<file path="src/rtl/bdq_pkg.sv">
// shared types and constants for the bounded deque with search
package bdq_pkg;

	localparam logic [2:0] CMD_CLEAR      = 3'd0;
	localparam logic [2:0] CMD_PUSH_FRONT = 3'd1;
	localparam logic [2:0] CMD_PUSH_BACK  = 3'd2;
	localparam logic [2:0] CMD_POP_FRONT  = 3'd3;
	localparam logic [2:0] CMD_POP_BACK   = 3'd4;
	localparam logic [2:0] CMD_SEARCH     = 3'd5;

	localparam int unsigned VALUE_W    = 32;
	localparam int unsigned POSITION_W = 4;
	localparam int unsigned COUNT_W    = 5;
	localparam int unsigned RES_W      = 2 + 1 + POSITION_W + COUNT_W;
	localparam int unsigned OUT_DATA_W = ((RES_W + 7) / 8) * 8;

	localparam int unsigned QDEPTH = 2;
	localparam int unsigned QAW    = $clog2(QDEPTH);

	typedef enum logic [2:0] {
		OP_CLEAR,
		OP_PUSH_FRONT,
		OP_PUSH_BACK,
		OP_POP_FRONT,
		OP_POP_BACK,
		OP_SEARCH,
		OP_NOP
	} op_t;

	typedef enum logic [1:0] {
		STAT_OK,
		STAT_EMPTY,
		STAT_FULL
	} status_t;

	typedef enum logic {
		BS_IDLE,
		BS_SCAN
	} bstate_t;

	typedef struct packed {
		op_t                        op;
		logic signed [VALUE_W-1:0]  value;
	} req_t;

	typedef struct packed {
		logic [COUNT_W-1:0]    count;
		logic [POSITION_W-1:0] position;
		logic                  found;
		status_t               status;
	} res_t;

endpackage

</file>
<file path="src/rtl/bdq_front.sv">
// front stage: takes input beats and decodes them into requests
module bdq_front (
	input  logic                             clk,
	input  logic                             arst_n,
	input  logic                             s_tvalid,
	output logic                             s_tready,
	input  logic [bdq_pkg::VALUE_W-1:0]      s_tdata,
	input  logic [2:0]                       s_tuser,
	output logic                             q_push,
	input  logic                             q_ready,
	output bdq_pkg::req_t                    q_req
);

	logic          valid_s1;
	bdq_pkg::req_t req_s1;
	bdq_pkg::op_t  op_dec;
	logic          take;

	always_comb begin
		unique case (s_tuser)
			bdq_pkg::CMD_CLEAR:      op_dec = bdq_pkg::OP_CLEAR;
			bdq_pkg::CMD_PUSH_FRONT: op_dec = bdq_pkg::OP_PUSH_FRONT;
			bdq_pkg::CMD_PUSH_BACK:  op_dec = bdq_pkg::OP_PUSH_BACK;
			bdq_pkg::CMD_POP_FRONT:  op_dec = bdq_pkg::OP_POP_FRONT;
			bdq_pkg::CMD_POP_BACK:   op_dec = bdq_pkg::OP_POP_BACK;
			bdq_pkg::CMD_SEARCH:     op_dec = bdq_pkg::OP_SEARCH;
			default:                 op_dec = bdq_pkg::OP_NOP;
		endcase
	end

	assign s_tready = !valid_s1 || q_ready;
	assign take     = s_tvalid && s_tready;
	assign q_push   = valid_s1;
	assign q_req    = req_s1;

	always_ff @(posedge clk or negedge arst_n) begin
		if (!arst_n) begin
			valid_s1 <= 1'b0;
		end else if (s_tready) begin
			valid_s1 <= s_tvalid;
		end
	end

	always_ff @(posedge clk) begin
		if (take) begin
			req_s1.op    <= op_dec;
			req_s1.value <= s_tdata;
		end
	end

endmodule

</file>
<file path="src/rtl/bdq_fifo.sv">
// short request queue between front and back
module bdq_fifo (
	input  logic          clk,
	input  logic          arst_n,
	input  logic          push,
	output logic          ready,
	input  bdq_pkg::req_t wr_req,
	output logic          valid,
	input  logic          pop,
	output bdq_pkg::req_t rd_req
);

	bdq_pkg::req_t           slots_q [bdq_pkg::QDEPTH];
	logic [bdq_pkg::QAW-1:0] wr_ptr_q;
	logic [bdq_pkg::QAW-1:0] rd_ptr_q;
	logic [bdq_pkg::QAW:0]   fill_q;
	logic                    do_push;
	logic                    do_pop;

	assign ready   = fill_q != (bdq_pkg::QAW + 1)'(bdq_pkg::QDEPTH);
	assign valid   = fill_q != '0;
	assign do_push = push && ready;
	assign do_pop  = pop && valid;
	assign rd_req  = slots_q[rd_ptr_q];

	always_ff @(posedge clk or negedge arst_n) begin
		if (!arst_n) begin
			wr_ptr_q <= '0;
			rd_ptr_q <= '0;
			fill_q   <= '0;
		end else begin
			if (do_push) begin
				wr_ptr_q <= wr_ptr_q + 1'b1;
			end
			if (do_pop) begin
				rd_ptr_q <= rd_ptr_q + 1'b1;
			end
			if (do_push && !do_pop) begin
				fill_q <= fill_q + 1'b1;
			end else if (do_pop && !do_push) begin
				fill_q <= fill_q - 1'b1;
			end
		end
	end

	always_ff @(posedge clk) begin
		if (do_push) begin
			slots_q[wr_ptr_q] <= wr_req;
		end
	end

endmodule

</file>
<file path="src/rtl/bdq_back.sv">
// back end: ring storage, head and count, command execution and scan
module bdq_back #(
	parameter int unsigned DEPTH = 16
) (
	input  logic          clk,
	input  logic          arst_n,
	input  logic          q_valid,
	output logic          q_pop,
	input  bdq_pkg::req_t q_req,
	output logic          res_valid,
	input  logic          res_ready,
	output bdq_pkg::res_t res
);

	localparam int unsigned AW = (DEPTH > 1) ? $clog2(DEPTH) : 1;
	localparam int unsigned CW = $clog2(DEPTH + 1);

	logic [bdq_pkg::VALUE_W-1:0] mem [DEPTH];

	bdq_pkg::bstate_t            state_q, state_n;
	logic [AW-1:0]               head_q, head_n;
	logic [CW-1:0]               count_q, count_n;
	logic                        out_valid_q;
	bdq_pkg::res_t               res_q;
	logic [AW-1:0]               slot_q, slot_n;
	logic [AW-1:0]               idx_q, idx_n;
	logic [bdq_pkg::VALUE_W-1:0] val_q;
	logic [bdq_pkg::VALUE_W-1:0] rdata_q;

	logic          slot_free;
	logic          full;
	logic          empty;
	logic [AW-1:0] head_inc;
	logic [AW-1:0] head_dec;
	logic [AW-1:0] slot_inc;
	logic [AW:0]   tail_sum;
	logic [AW-1:0] tail_slot;
	logic [CW-1:0] idx_inc;
	logic          hit;
	logic          last;

	logic                        we;
	logic [AW-1:0]               waddr;
	logic                        rd_en;
	logic [AW-1:0]               raddr;
	logic                        start_scan;
	logic                        res_load;
	bdq_pkg::status_t            res_status;
	logic                        res_found;
	logic [AW-1:0]               res_idx;
	logic [AW+bdq_pkg::POSITION_W-1:0] pos_ext;
	logic [CW+bdq_pkg::COUNT_W-1:0]    cnt_ext;

	assign slot_free = !out_valid_q || res_ready;
	assign full      = count_q == CW'(DEPTH);
	assign empty     = count_q == '0;
	assign head_inc  = (head_q == AW'(DEPTH - 1)) ? '0 : head_q + 1'b1;
	assign head_dec  = (head_q == '0) ? AW'(DEPTH - 1) : head_q - 1'b1;
	assign slot_inc  = (slot_q == AW'(DEPTH - 1)) ? '0 : slot_q + 1'b1;
	assign tail_sum  = {1'b0, head_q} + {1'b0, count_q[AW-1:0]};
	assign tail_slot = (tail_sum >= (AW + 1)'(DEPTH)) ? AW'(tail_sum - (AW + 1)'(DEPTH))
	                                                  : tail_sum[AW-1:0];
	assign idx_inc   = CW'(idx_q) + CW'(1);
	assign hit       = rdata_q == val_q;
	assign last      = idx_inc == count_q;

	// next state
	always_comb begin
		state_n = state_q;
		unique case (state_q)
			bdq_pkg::BS_IDLE: begin
				if (q_valid && slot_free && q_req.op == bdq_pkg::OP_SEARCH && !empty) begin
					state_n = bdq_pkg::BS_SCAN;
				end
			end
			bdq_pkg::BS_SCAN: begin
				if ((hit || last) && slot_free) begin
					state_n = bdq_pkg::BS_IDLE;
				end
			end
			default: state_n = bdq_pkg::BS_IDLE;
		endcase
	end

	// datapath controls
	always_comb begin
		q_pop      = 1'b0;
		we         = 1'b0;
		waddr      = tail_slot;
		rd_en      = 1'b0;
		raddr      = slot_q;
		start_scan = 1'b0;
		res_load   = 1'b0;
		res_status = bdq_pkg::STAT_OK;
		res_found  = 1'b0;
		res_idx    = '0;
		head_n     = head_q;
		count_n    = count_q;
		slot_n     = slot_q;
		idx_n      = idx_q;
		unique case (state_q)
			bdq_pkg::BS_IDLE: begin
				if (q_valid && slot_free) begin
					q_pop    = 1'b1;
					res_load = 1'b1;
					unique case (q_req.op)
						bdq_pkg::OP_CLEAR: begin
							head_n  = '0;
							count_n = '0;
						end
						bdq_pkg::OP_PUSH_FRONT: begin
							if (full) begin
								res_status = bdq_pkg::STAT_FULL;
							end else begin
								we      = 1'b1;
								waddr   = head_dec;
								head_n  = head_dec;
								count_n = count_q + CW'(1);
							end
						end
						bdq_pkg::OP_PUSH_BACK: begin
							if (full) begin
								res_status = bdq_pkg::STAT_FULL;
							end else begin
								we      = 1'b1;
								waddr   = tail_slot;
								count_n = count_q + CW'(1);
							end
						end
						bdq_pkg::OP_POP_FRONT: begin
							if (empty) begin
								res_status = bdq_pkg::STAT_EMPTY;
							end else begin
								head_n  = head_inc;
								count_n = count_q - CW'(1);
							end
						end
						bdq_pkg::OP_POP_BACK: begin
							if (empty) begin
								res_status = bdq_pkg::STAT_EMPTY;
							end else begin
								count_n = count_q - CW'(1);
							end
						end
						bdq_pkg::OP_SEARCH: begin
							if (!empty) begin
								res_load   = 1'b0;
								start_scan = 1'b1;
								rd_en      = 1'b1;
								raddr      = head_q;
								slot_n     = head_inc;
								idx_n      = '0;
							end
						end
						default: ;
					endcase
				end
			end
			bdq_pkg::BS_SCAN: begin
				if (hit || last) begin
					if (slot_free) begin
						res_load  = 1'b1;
						res_found = hit;
						res_idx   = hit ? idx_q : '0;
					end
				end else begin
					rd_en  = 1'b1;
					raddr  = slot_q;
					slot_n = slot_inc;
					idx_n  = idx_inc[AW-1:0];
				end
			end
			default: ;
		endcase
	end

	assign pos_ext = {{bdq_pkg::POSITION_W{1'b0}}, res_idx};
	assign cnt_ext = {{bdq_pkg::COUNT_W{1'b0}}, count_n};

	always_ff @(posedge clk or negedge arst_n) begin
		if (!arst_n) begin
			state_q     <= bdq_pkg::BS_IDLE;
			head_q      <= '0;
			count_q     <= '0;
			out_valid_q <= 1'b0;
		end else begin
			state_q <= state_n;
			head_q  <= head_n;
			count_q <= count_n;
			if (res_load) begin
				out_valid_q <= 1'b1;
			end else if (res_ready) begin
				out_valid_q <= 1'b0;
			end
		end
	end

	always_ff @(posedge clk) begin
		slot_q <= slot_n;
		idx_q  <= idx_n;
		if (start_scan) begin
			val_q <= q_req.value;
		end
		if (res_load) begin
			res_q.status   <= res_status;
			res_q.found    <= res_found;
			res_q.position <= pos_ext[bdq_pkg::POSITION_W-1:0];
			res_q.count    <= cnt_ext[bdq_pkg::COUNT_W-1:0];
		end
	end

	always_ff @(posedge clk) begin
		if (we) begin
			mem[waddr] <= q_req.value;
		end
	end

	always_ff @(posedge clk) begin
		if (rd_en) begin
			rdata_q <= mem[raddr];
		end
	end

	assign res_valid = out_valid_q;
	assign res       = res_q;

endmodule

</file>
<file path="src/rtl/bounded_deque_with_search_core.sv">
// top level of the bounded deque with linear search
// Commands arrive as beats on the s_ side and each gives exactly one result beat on the m_ side,
// in order. The entries sit in a single-port ring memory of DEPTH words. Clear, push and pop are
// executed from the back end's idle state; a search reads one entry per cycle from the head and
// stops at the first match or after the last entry. A front register and a two-entry queue keep
// taking beats while the back end scans or a result waits. A non-search command passes the front
// register and the queue before the back end registers its result.
module bounded_deque_with_search_core #(
	parameter int unsigned DEPTH = 16
) (
	input  logic                              clk,
	input  logic                              arst_n,
	input  logic                              s_tvalid,
	output logic                              s_tready,
	input  logic [bdq_pkg::VALUE_W-1:0]       s_tdata,  // value
	input  logic [2:0]                        s_tuser,  // cmd
	output logic                              m_tvalid,
	input  logic                              m_tready,
	output logic [bdq_pkg::OUT_DATA_W-1:0]    m_tdata   // status, found, position, count
);

	logic          q_push;
	logic          q_ready;
	bdq_pkg::req_t q_wr_req;
	logic          q_valid;
	logic          q_pop;
	bdq_pkg::req_t q_rd_req;
	bdq_pkg::res_t res;

	bdq_front u_front (
		.clk      (clk),
		.arst_n   (arst_n),
		.s_tvalid (s_tvalid),
		.s_tready (s_tready),
		.s_tdata  (s_tdata),
		.s_tuser  (s_tuser),
		.q_push   (q_push),
		.q_ready  (q_ready),
		.q_req    (q_wr_req)
	);

	bdq_fifo u_fifo (
		.clk    (clk),
		.arst_n (arst_n),
		.push   (q_push),
		.ready  (q_ready),
		.wr_req (q_wr_req),
		.valid  (q_valid),
		.pop    (q_pop),
		.rd_req (q_rd_req)
	);

	bdq_back #(
		.DEPTH (DEPTH)
	) u_back (
		.clk       (clk),
		.arst_n    (arst_n),
		.q_valid   (q_valid),
		.q_pop     (q_pop),
		.q_req     (q_rd_req),
		.res_valid (m_tvalid),
		.res_ready (m_tready),
		.res       (res)
	);

	assign m_tdata = {{(bdq_pkg::OUT_DATA_W - bdq_pkg::RES_W){1'b0}}, res};

	a_pop_nonempty: assert property (@(posedge clk) disable iff (!arst_n)
		q_pop |-> q_valid)
		else $error("back end popped an empty queue");

	a_status_code: assert property (@(posedge clk) disable iff (!arst_n)
		m_tvalid |-> res.status == bdq_pkg::STAT_OK || res.status == bdq_pkg::STAT_EMPTY ||
		             res.status == bdq_pkg::STAT_FULL)
		else $error("result status out of range");

	a_found_ok: assert property (@(posedge clk) disable iff (!arst_n)
		m_tvalid && res.found |-> res.status == bdq_pkg::STAT_OK)
		else $error("search hit with failure status");

	a_miss_pos: assert property (@(posedge clk) disable iff (!arst_n)
		m_tvalid && !res.found |-> res.position == '0)
		else $error("nonzero position without a match");

endmodule
</file>
<file path="config.mk">
export PLATFORM = sky130hd
export DESIGN_NAME = bounded_deque_with_search_core
export DESIGN_NICKNAME = d
export VERILOG_FILES = /design/src/rtl/bdq_pkg.sv /design/src/rtl/bdq_front.sv /design/src/rtl/bdq_fifo.sv /design/src/rtl/bdq_back.sv /design/src/rtl/bounded_deque_with_search_core.sv
export SDC_FILE = /design/constraint.sdc
export NUM_CORES = 1
export LEC_CHECK = 0
export ABC_AREA = 1
export BUFFER_PORTS_ARGS = -buffer_cell sky130_fd_sc_hd__buf_2
export CORE_MARGIN = 2
export CORE_UTILIZATION = 50
export DETAILED_ROUTE_END_ITERATION = 16
export PLACE_DENSITY_LB_ADDON = 0.25
export SKIP_CTS_REPAIR_TIMING = 1
export SLEW_MARGIN = 30
export SYNTH_ARGS = -nofsm -noshare
export SYNTH_HDL_FRONTEND = slang
export SYNTH_HIERARCHICAL = 1
export SYNTH_SLANG_ARGS = --single-unit
export TNS_END_PERCENT = 5
</file>
<file path="constraint.sdc">
create_clock -name clk -period 10.77 [get_ports clk]
set_input_delay 1.077 -clock clk [delete_from_list [all_inputs] [get_ports clk]]
set_output_delay 1.077 -clock clk [all_outputs]
set_load 0.1 [all_outputs]
</file>
After elaboration in Yosys (flattened, before gate mapping). Memory sizes are Yosys's and may differ from the RTL's. A register that Yosys moved wholly into a read port is not among the register bits. Index checks and enable logic that the tools add are counted.

Memories: 2. Flip-flop bits (word level): 103. RAM bits: 582. Input port bits: 39. Output and inout port bits: 18. Word-level logic and storage cells: 150.

$lt $le $gt $ge: 1. Mux-type cells: 62. Equality and inequality tests: 22. Bitwise logic cells: 2. Reductions and logical operators: 32. Add/subtract/negate cells: 12.

Memory list: u_back.mem (words 16, width 32, rd ports 1, clocked after memory_dff 1, wr ports 1, RTL line bdq_back.sv:18) `logic [bdq_pkg::VALUE_W-1:0] mem [DEPTH];`; u_fifo.slots_q (words 2, width 35, rd ports 1, clocked after memory_dff 0, wr ports 1, RTL line bdq_fifo.sv:13) `bdq_pkg::req_t slots_q [bdq_pkg::QDEPTH];`.

Operator list (number): 2-to-1 mux 4 bit (20); == test 32 bit (1); 2-to-1 mux 1 bit (25); one-hot mux 4 bit (2 select lines) (3); 2-to-1 mux 5 bit (4); one-hot mux 3 bit (6 select lines) (1); one-hot mux 5 bit (3 select lines) (1); == test 3 x 2 -> 1 bit (second input constant) (4); == test 3 bit (second input constant) (4); one-hot mux 4 bit (3 select lines) (1); != test 2 bit (second input constant) (5); logical AND 1 bit (9); adder 4 x 1 -> 4 bit (second input constant) (2); == test 4 bit (second input constant) (2); AND reduction 4 bit (2); subtractor 4 x 1 -> 4 bit (second input constant) (2); == test 3 x 1 -> 1 bit (second input constant) (2); logical NOT 3 bit (2); 2-to-1 mux 2 bit (3); one-hot mux 1 bit (2 select lines) (3); nonzero test 2 bit (3); OR reduction 2 bit (3); adder 4 x 1 -> 5 bit (second input constant) (1); adder 4 x 4 -> 5 bit (1); other kinds (18) (27).

Longest topological paths before layout.
Depth in word-level cells: 9. Gate-level depth with buffers: 18. Mapped depth without buffers: 14.

Cells and area by module. The synthesis kept the hierarchy.

Modules (own cells, without submodules): bdq_back (area each 26715.6 um^2, instances 1, sequential area each 18172.4 um^2, cells each 2491); bdq_fifo (area each 2830.2 um^2, instances 1, sequential area each 2202.1 um^2, cells each 211); bdq_front (area each 1111.1 um^2, instances 1, sequential area each 1076.0 um^2, cells each 44); bounded_deque_with_search_core (area each 33.8 um^2, instances 1, sequential area each 0.0 um^2, cells each 5).

Worst setup path after synthesis. Ideal clock, no wire load.

Path kind: register -> register. From: register u_back.idx_q[0]. To: register u_back/rdata_q[0] in the netlist's numbering (read register of u_back.mem), enable pin. Stages on the path, launching flop included: 8. Path slack: 6.790 ns. Required time: 10.304 ns. Setup time: 0.466 ns. Path buffers: 0. Clock period less this slack: 3.980 ns. Arrival: 3.515 ns. Path through: edfxtp_1 -> ha_1 -> xnor2_1 -> and2_1 -> nor2_1 -> nand4_1 -> nand2_1 -> o21ai_0.

Longest elaborated chain between the ends: 5.

Ends and longest elaborated chain: start: declaration (RTL line bdq_back.sv:26) `logic [AW-1:0] idx_q, idx_n;`; start signal: assignment (RTL line bdq_back.sv:200) `idx_q <= idx_n;`; adder 4 x 1 -> 5 bit (RTL line bdq_back.sv:63) `assign idx_inc = CW'(idx_q) + CW'(1);`; == test 5 bit (RTL line bdq_back.sv:65) `assign last = idx_inc == count_q;`; logical OR 1 bit (RTL line bdq_back.sv:160) `if (hit || last) begin`; 2-to-1 mux 1 bit (RTL line bdq_back.sv:160); one-hot mux 1 bit (2 select lines) (RTL line bdq_back.sv:101) `unique case (state_q)`; via u_back.rd_en (RTL line bdq_back.sv:44) `logic rd_en;`; end: declaration (RTL line bdq_back.sv:28) `logic [bdq_pkg::VALUE_W-1:0] rdata_q;`.

The timed path passes the listed nets, and every way through them passes these cells. A chain may end at the register's enable or synchronous reset.

==> implementation parameters <==
Parameter                              Value

Yosys
  Number of enable flip-flop cells after synthesis ... 701
  Gate Count Post-Synth ... 2751
  Synth async-reset ratio ... 0.0223
  Area of the mapped netlist ... 30700 um2
  Synth cell types ... 44
  Share of synthesized area occupied by flip-flops and latches ... 0.699
  Syn. warnings ... 6
  Most common flop cell mapped by yosys ... edfxtp_1
  Post-Syn Area per Cell ... 11.2 um2
  Synthesis-stage register bit count ... 717

Critical path
  Startpoint type of the worst setup path ... flop
  Data required time at the worst endpoint ... 11.24 ns
  Crit-path max FO ... 37
  Cell count of the worst reg-to-reg path ... 14
  Worst Path Class, Setup ... flop to flop
  Critical path capture point ... u_back/rdata_q[2]$_DFFE_PP_
  Internal reg-to-reg setup slack ... 6.19 ns
  Category of the worst setup path capture point ... flop
  Critical register-to-register path startpoint ... u_fifo/rd_ptr_q$_DFFE_PN0P_
  Launch point of the worst path ... u_fifo/rd_ptr_q$_DFFE_PN0P_
  End of the worst register-to-register path ... u_back/rdata_q[2]$_DFFE_PP_
  Data arrival time at the worst-slack endpoint ... 5.05 ns

Layout
  Net count, final ... 2842
  Most common cell after layout, fill and taps aside ... edfxtp_1
  FILL cells ... 4894
  Area growth from synthesis to layout ... 10.9%
  Share of layout cells above drive strength 1 ... 0.0857
  Commonest cells after routing, fill and taps aside ... edfxtp_1 (701), nand2_1 (655), inv_1 (527)

CTS
  Bufs on Longest Clock Path ... 3
  TritonCTS Buffers ... 73
  Number of sinks driven by the clock tree ... 717
  Worst-path clk slew ... 0.06 ns
  Clock tree from TritonCTS ... yes
  Clock latency reported for the late side of the worst-skew pair ... 0.62 ns
  CTS H-tree lvls ... 3
  Root buf cell ... clkbuf_16

Drt
  Number of remaining DRC errors ... 0
  WL final ... 72400 um
  Number of nets with antenna violations after routing ... 0
  Detail-routed net length per standard cell ... 19.9 um
  Number of DRC markers after the initial detailed-route iteration ... 1992
  Number of iterations in the first detailed-routing pass ... 5
  Per-cell via count in the routed design ... 5.34
  Via count ... 19400

Global routing
  Final global-route overflow total ... 0
  Total global routing track utilization ... 0.232
  Pin count of the biggest net entering global routing ... 133
  First-pass GRT wire length ... 110000 um
  Number of antenna violations at the first check in global routing ... 0
  Via count of the first global-routing pass ... 18600

Pwr
  Peak supply drop ... 198 uV
  Leakage dissipation ... 14.1 nW
  Cell area power density ... 297 nW/um2
  Total power draw ... 10.1 mW

Die
  Floorplan core area ... 60500 um2
  Row count ... 90
  Die H ... 252 um
  Number of top-level design ports ... 57
  Die outline area ... 63400 um2
  Starting density of the core ... 0.508
  Chip Width ... 252 um

STA
  Fin worst setup slack ... 6.19 ns
  Unrepaired setup endpoints after global routing ... false
  Final setup viols ... 0
  Total count of hold-check failures in the final report ... 0
  FMAX ... 218 MHz
  Final period utilization ... 0.425
  Time the final worst path needs with I/O delays and setup ... 4.58 ns
  Transition time at the pin with the least slew margin ... 0.926 ns
  Final number of max-transition violations ... 0
  Setup Total Neg Slack ... 0 ns
  Worst-case headroom to the max-slew limit ... 0.383
  Worst clock skew ... 0.0225 ns

Job
  MaxCap Viol Count ... 0

Placed design
  Half-perimeter wire length of the detailed placement result ... 38200 um
  Port buffer count ... 52
  Global placement routability congestion ... 0.814
  Place WS ... 6.17 ns

Hold path
  Type of the worst min-delay path ... primary input to asynchronous set/reset pin

Outcome
  Run status ... finished clean
==> synthesized netlist by cell type (2+ instances only) <==
master    instances  area share
o21ai_0          25      0.0041
clkbuf_1         12      0.0015
xnor2_1          24      0.0068
xor2_1           19      0.0054
nand3b_1         32      0.0078
nor2_1           44      0.0054
nand2_2          13      0.0026
o21ai_2           4      0.0011
nand4_1           7      0.0014
dfrtp_1          16       0.013
inv_1           527       0.064
nand3_4           2      0.0011
edfxtp_1        701        0.69
a21oi_1           5     0.00082
nand2_1         658       0.080
buf_2            84       0.014
nor3_1           10      0.0016
buf_6             7      0.0026
nand2_4           2     0.00073
nand3_1         501       0.082
ha_1             10      0.0041
o22ai_1           4     0.00082
inv_2             3     0.00037
nor2_8            2      0.0013
buf_4            20      0.0049
==> state kept, by name (all words and copies together), names as in the netlist, 2 cells and up <==
name	count
u_fifo/slots_q	70
u_back/slot_q	4
u_back/head_q	4
u_back/val_q	32
u_back/count_q	5
u_fifo/fill_q	2
u_front/q_req	35
u_back/rdata_q	32
u_back/res	12
u_back/idx_q	4
u_back/mem	512
==> cells by family after synthesis <==
logic type	Yosys count	share of synthesized area
AND/OR/NAND/NOR	1277	0.186
flip-flops	717	0.699
buffers and inverters	657	0.0889
AO/OA/AOI/OAI	45	0.00872
XOR/XNOR	43	0.0123
adder cells (fa/ha/maj)	11	0.00473
other	1	0.000122
==> how the worst min path moves through the flow <==
stage	startpoint	endpoint	slack, ns
6_report	arst_n	u_front/q_push$_DFFE_PN0N_	0.42
5_1_grt	arst_n	u_fifo/wr_ptr_q$_DFFE_PN0P_	0.43
4_1_cts	arst_n	u_front/q_push$_DFFE_PN0N_	0.40
3_5_place_dp	u_front/q_req[3]$_DFFE_PP_	u_fifo/slots_q[1][3]$_DFFE_PP_	0.43
3_3_place_gp	u_front/q_req[19]$_DFFE_PP_	u_fifo/slots_q[1][19]$_DFFE_PP_	0.42
2_1_floorplan	u_front/q_req[0]$_DFFE_PP_	u_fifo/slots_q[0][0]$_DFFE_PP_	0.42
==> per-stage QoR <==
step / utilization / instance area [um2] / hold WS, ns / instances
floorplan: - / 30700 / 0.421 / 2754
global placement: 0.524 / 31700 / 0.423 / 3496
detailed placement: 0.524 / 31700 / 0.429 / 3497
CTS: 0.562 / 34000 / 0.397 / 3628
global route: 0.563 / 34000 / 0.434 / 3630
finish: 0.563 / 34000 / 0.419 / 3632
==> layer usage <==
| layer | up-vias | global-route usage | part of all wire |
|---|---|---|---|
| li1 | 9122 | - | - |
| met1 | 9321 | 0.317 | 0.42 |
| met2 | 847 | 0.382 | 0.48 |
| met3 | 123 | 0.0321 | 0.078 |
| met4 | 0 | 0.0808 | 0.027 |
| met5 | - | 0 | 0 |
==> critical path, cell delays in order (launching register included) <==
cell and delay, ns:
dfrtp_1 0.33, buf_4 0.37, inv_8 0.17, nand2_2 0.09, nand2_1 0.09, inv_1 0.12, nand2_1 0.10, nor2_4 0.21
nand3_4 0.27, o21ai_4 0.73, clkinv_2 0.93, buf_4 0.58, nand3_1 0.15, nand3_1 0.11, nand2_1 0.13
==> final cells by class <==
| class | count | area [um2] | area share |
|---|---|---|---|
| flip-flops and latches | 717 | 21500 | 0.630 |
| multi-input cells | 1380 | 6750 | 0.198 |
| inverters | 532 | 2010 | 0.0591 |
| clock buffers | 90 | 1910 | 0.0562 |
| well taps | 782 | 978 | 0.0287 |
| repair buffers | 88 | 582 | 0.0171 |
| clock inverters | 41 | 349 | 0.0103 |
| diodes | 2 | 5.00 | 0.000147 |
==> where the power goes <==
| group | internal (mW) | switching (mW) |
|---|---|---|
| clock | 1.36 | 1.03 |
| sequential | 3.89 | 0.163 |
| combinational | 0.885 | 2.76 |
(Power assumes the default switching activity.)
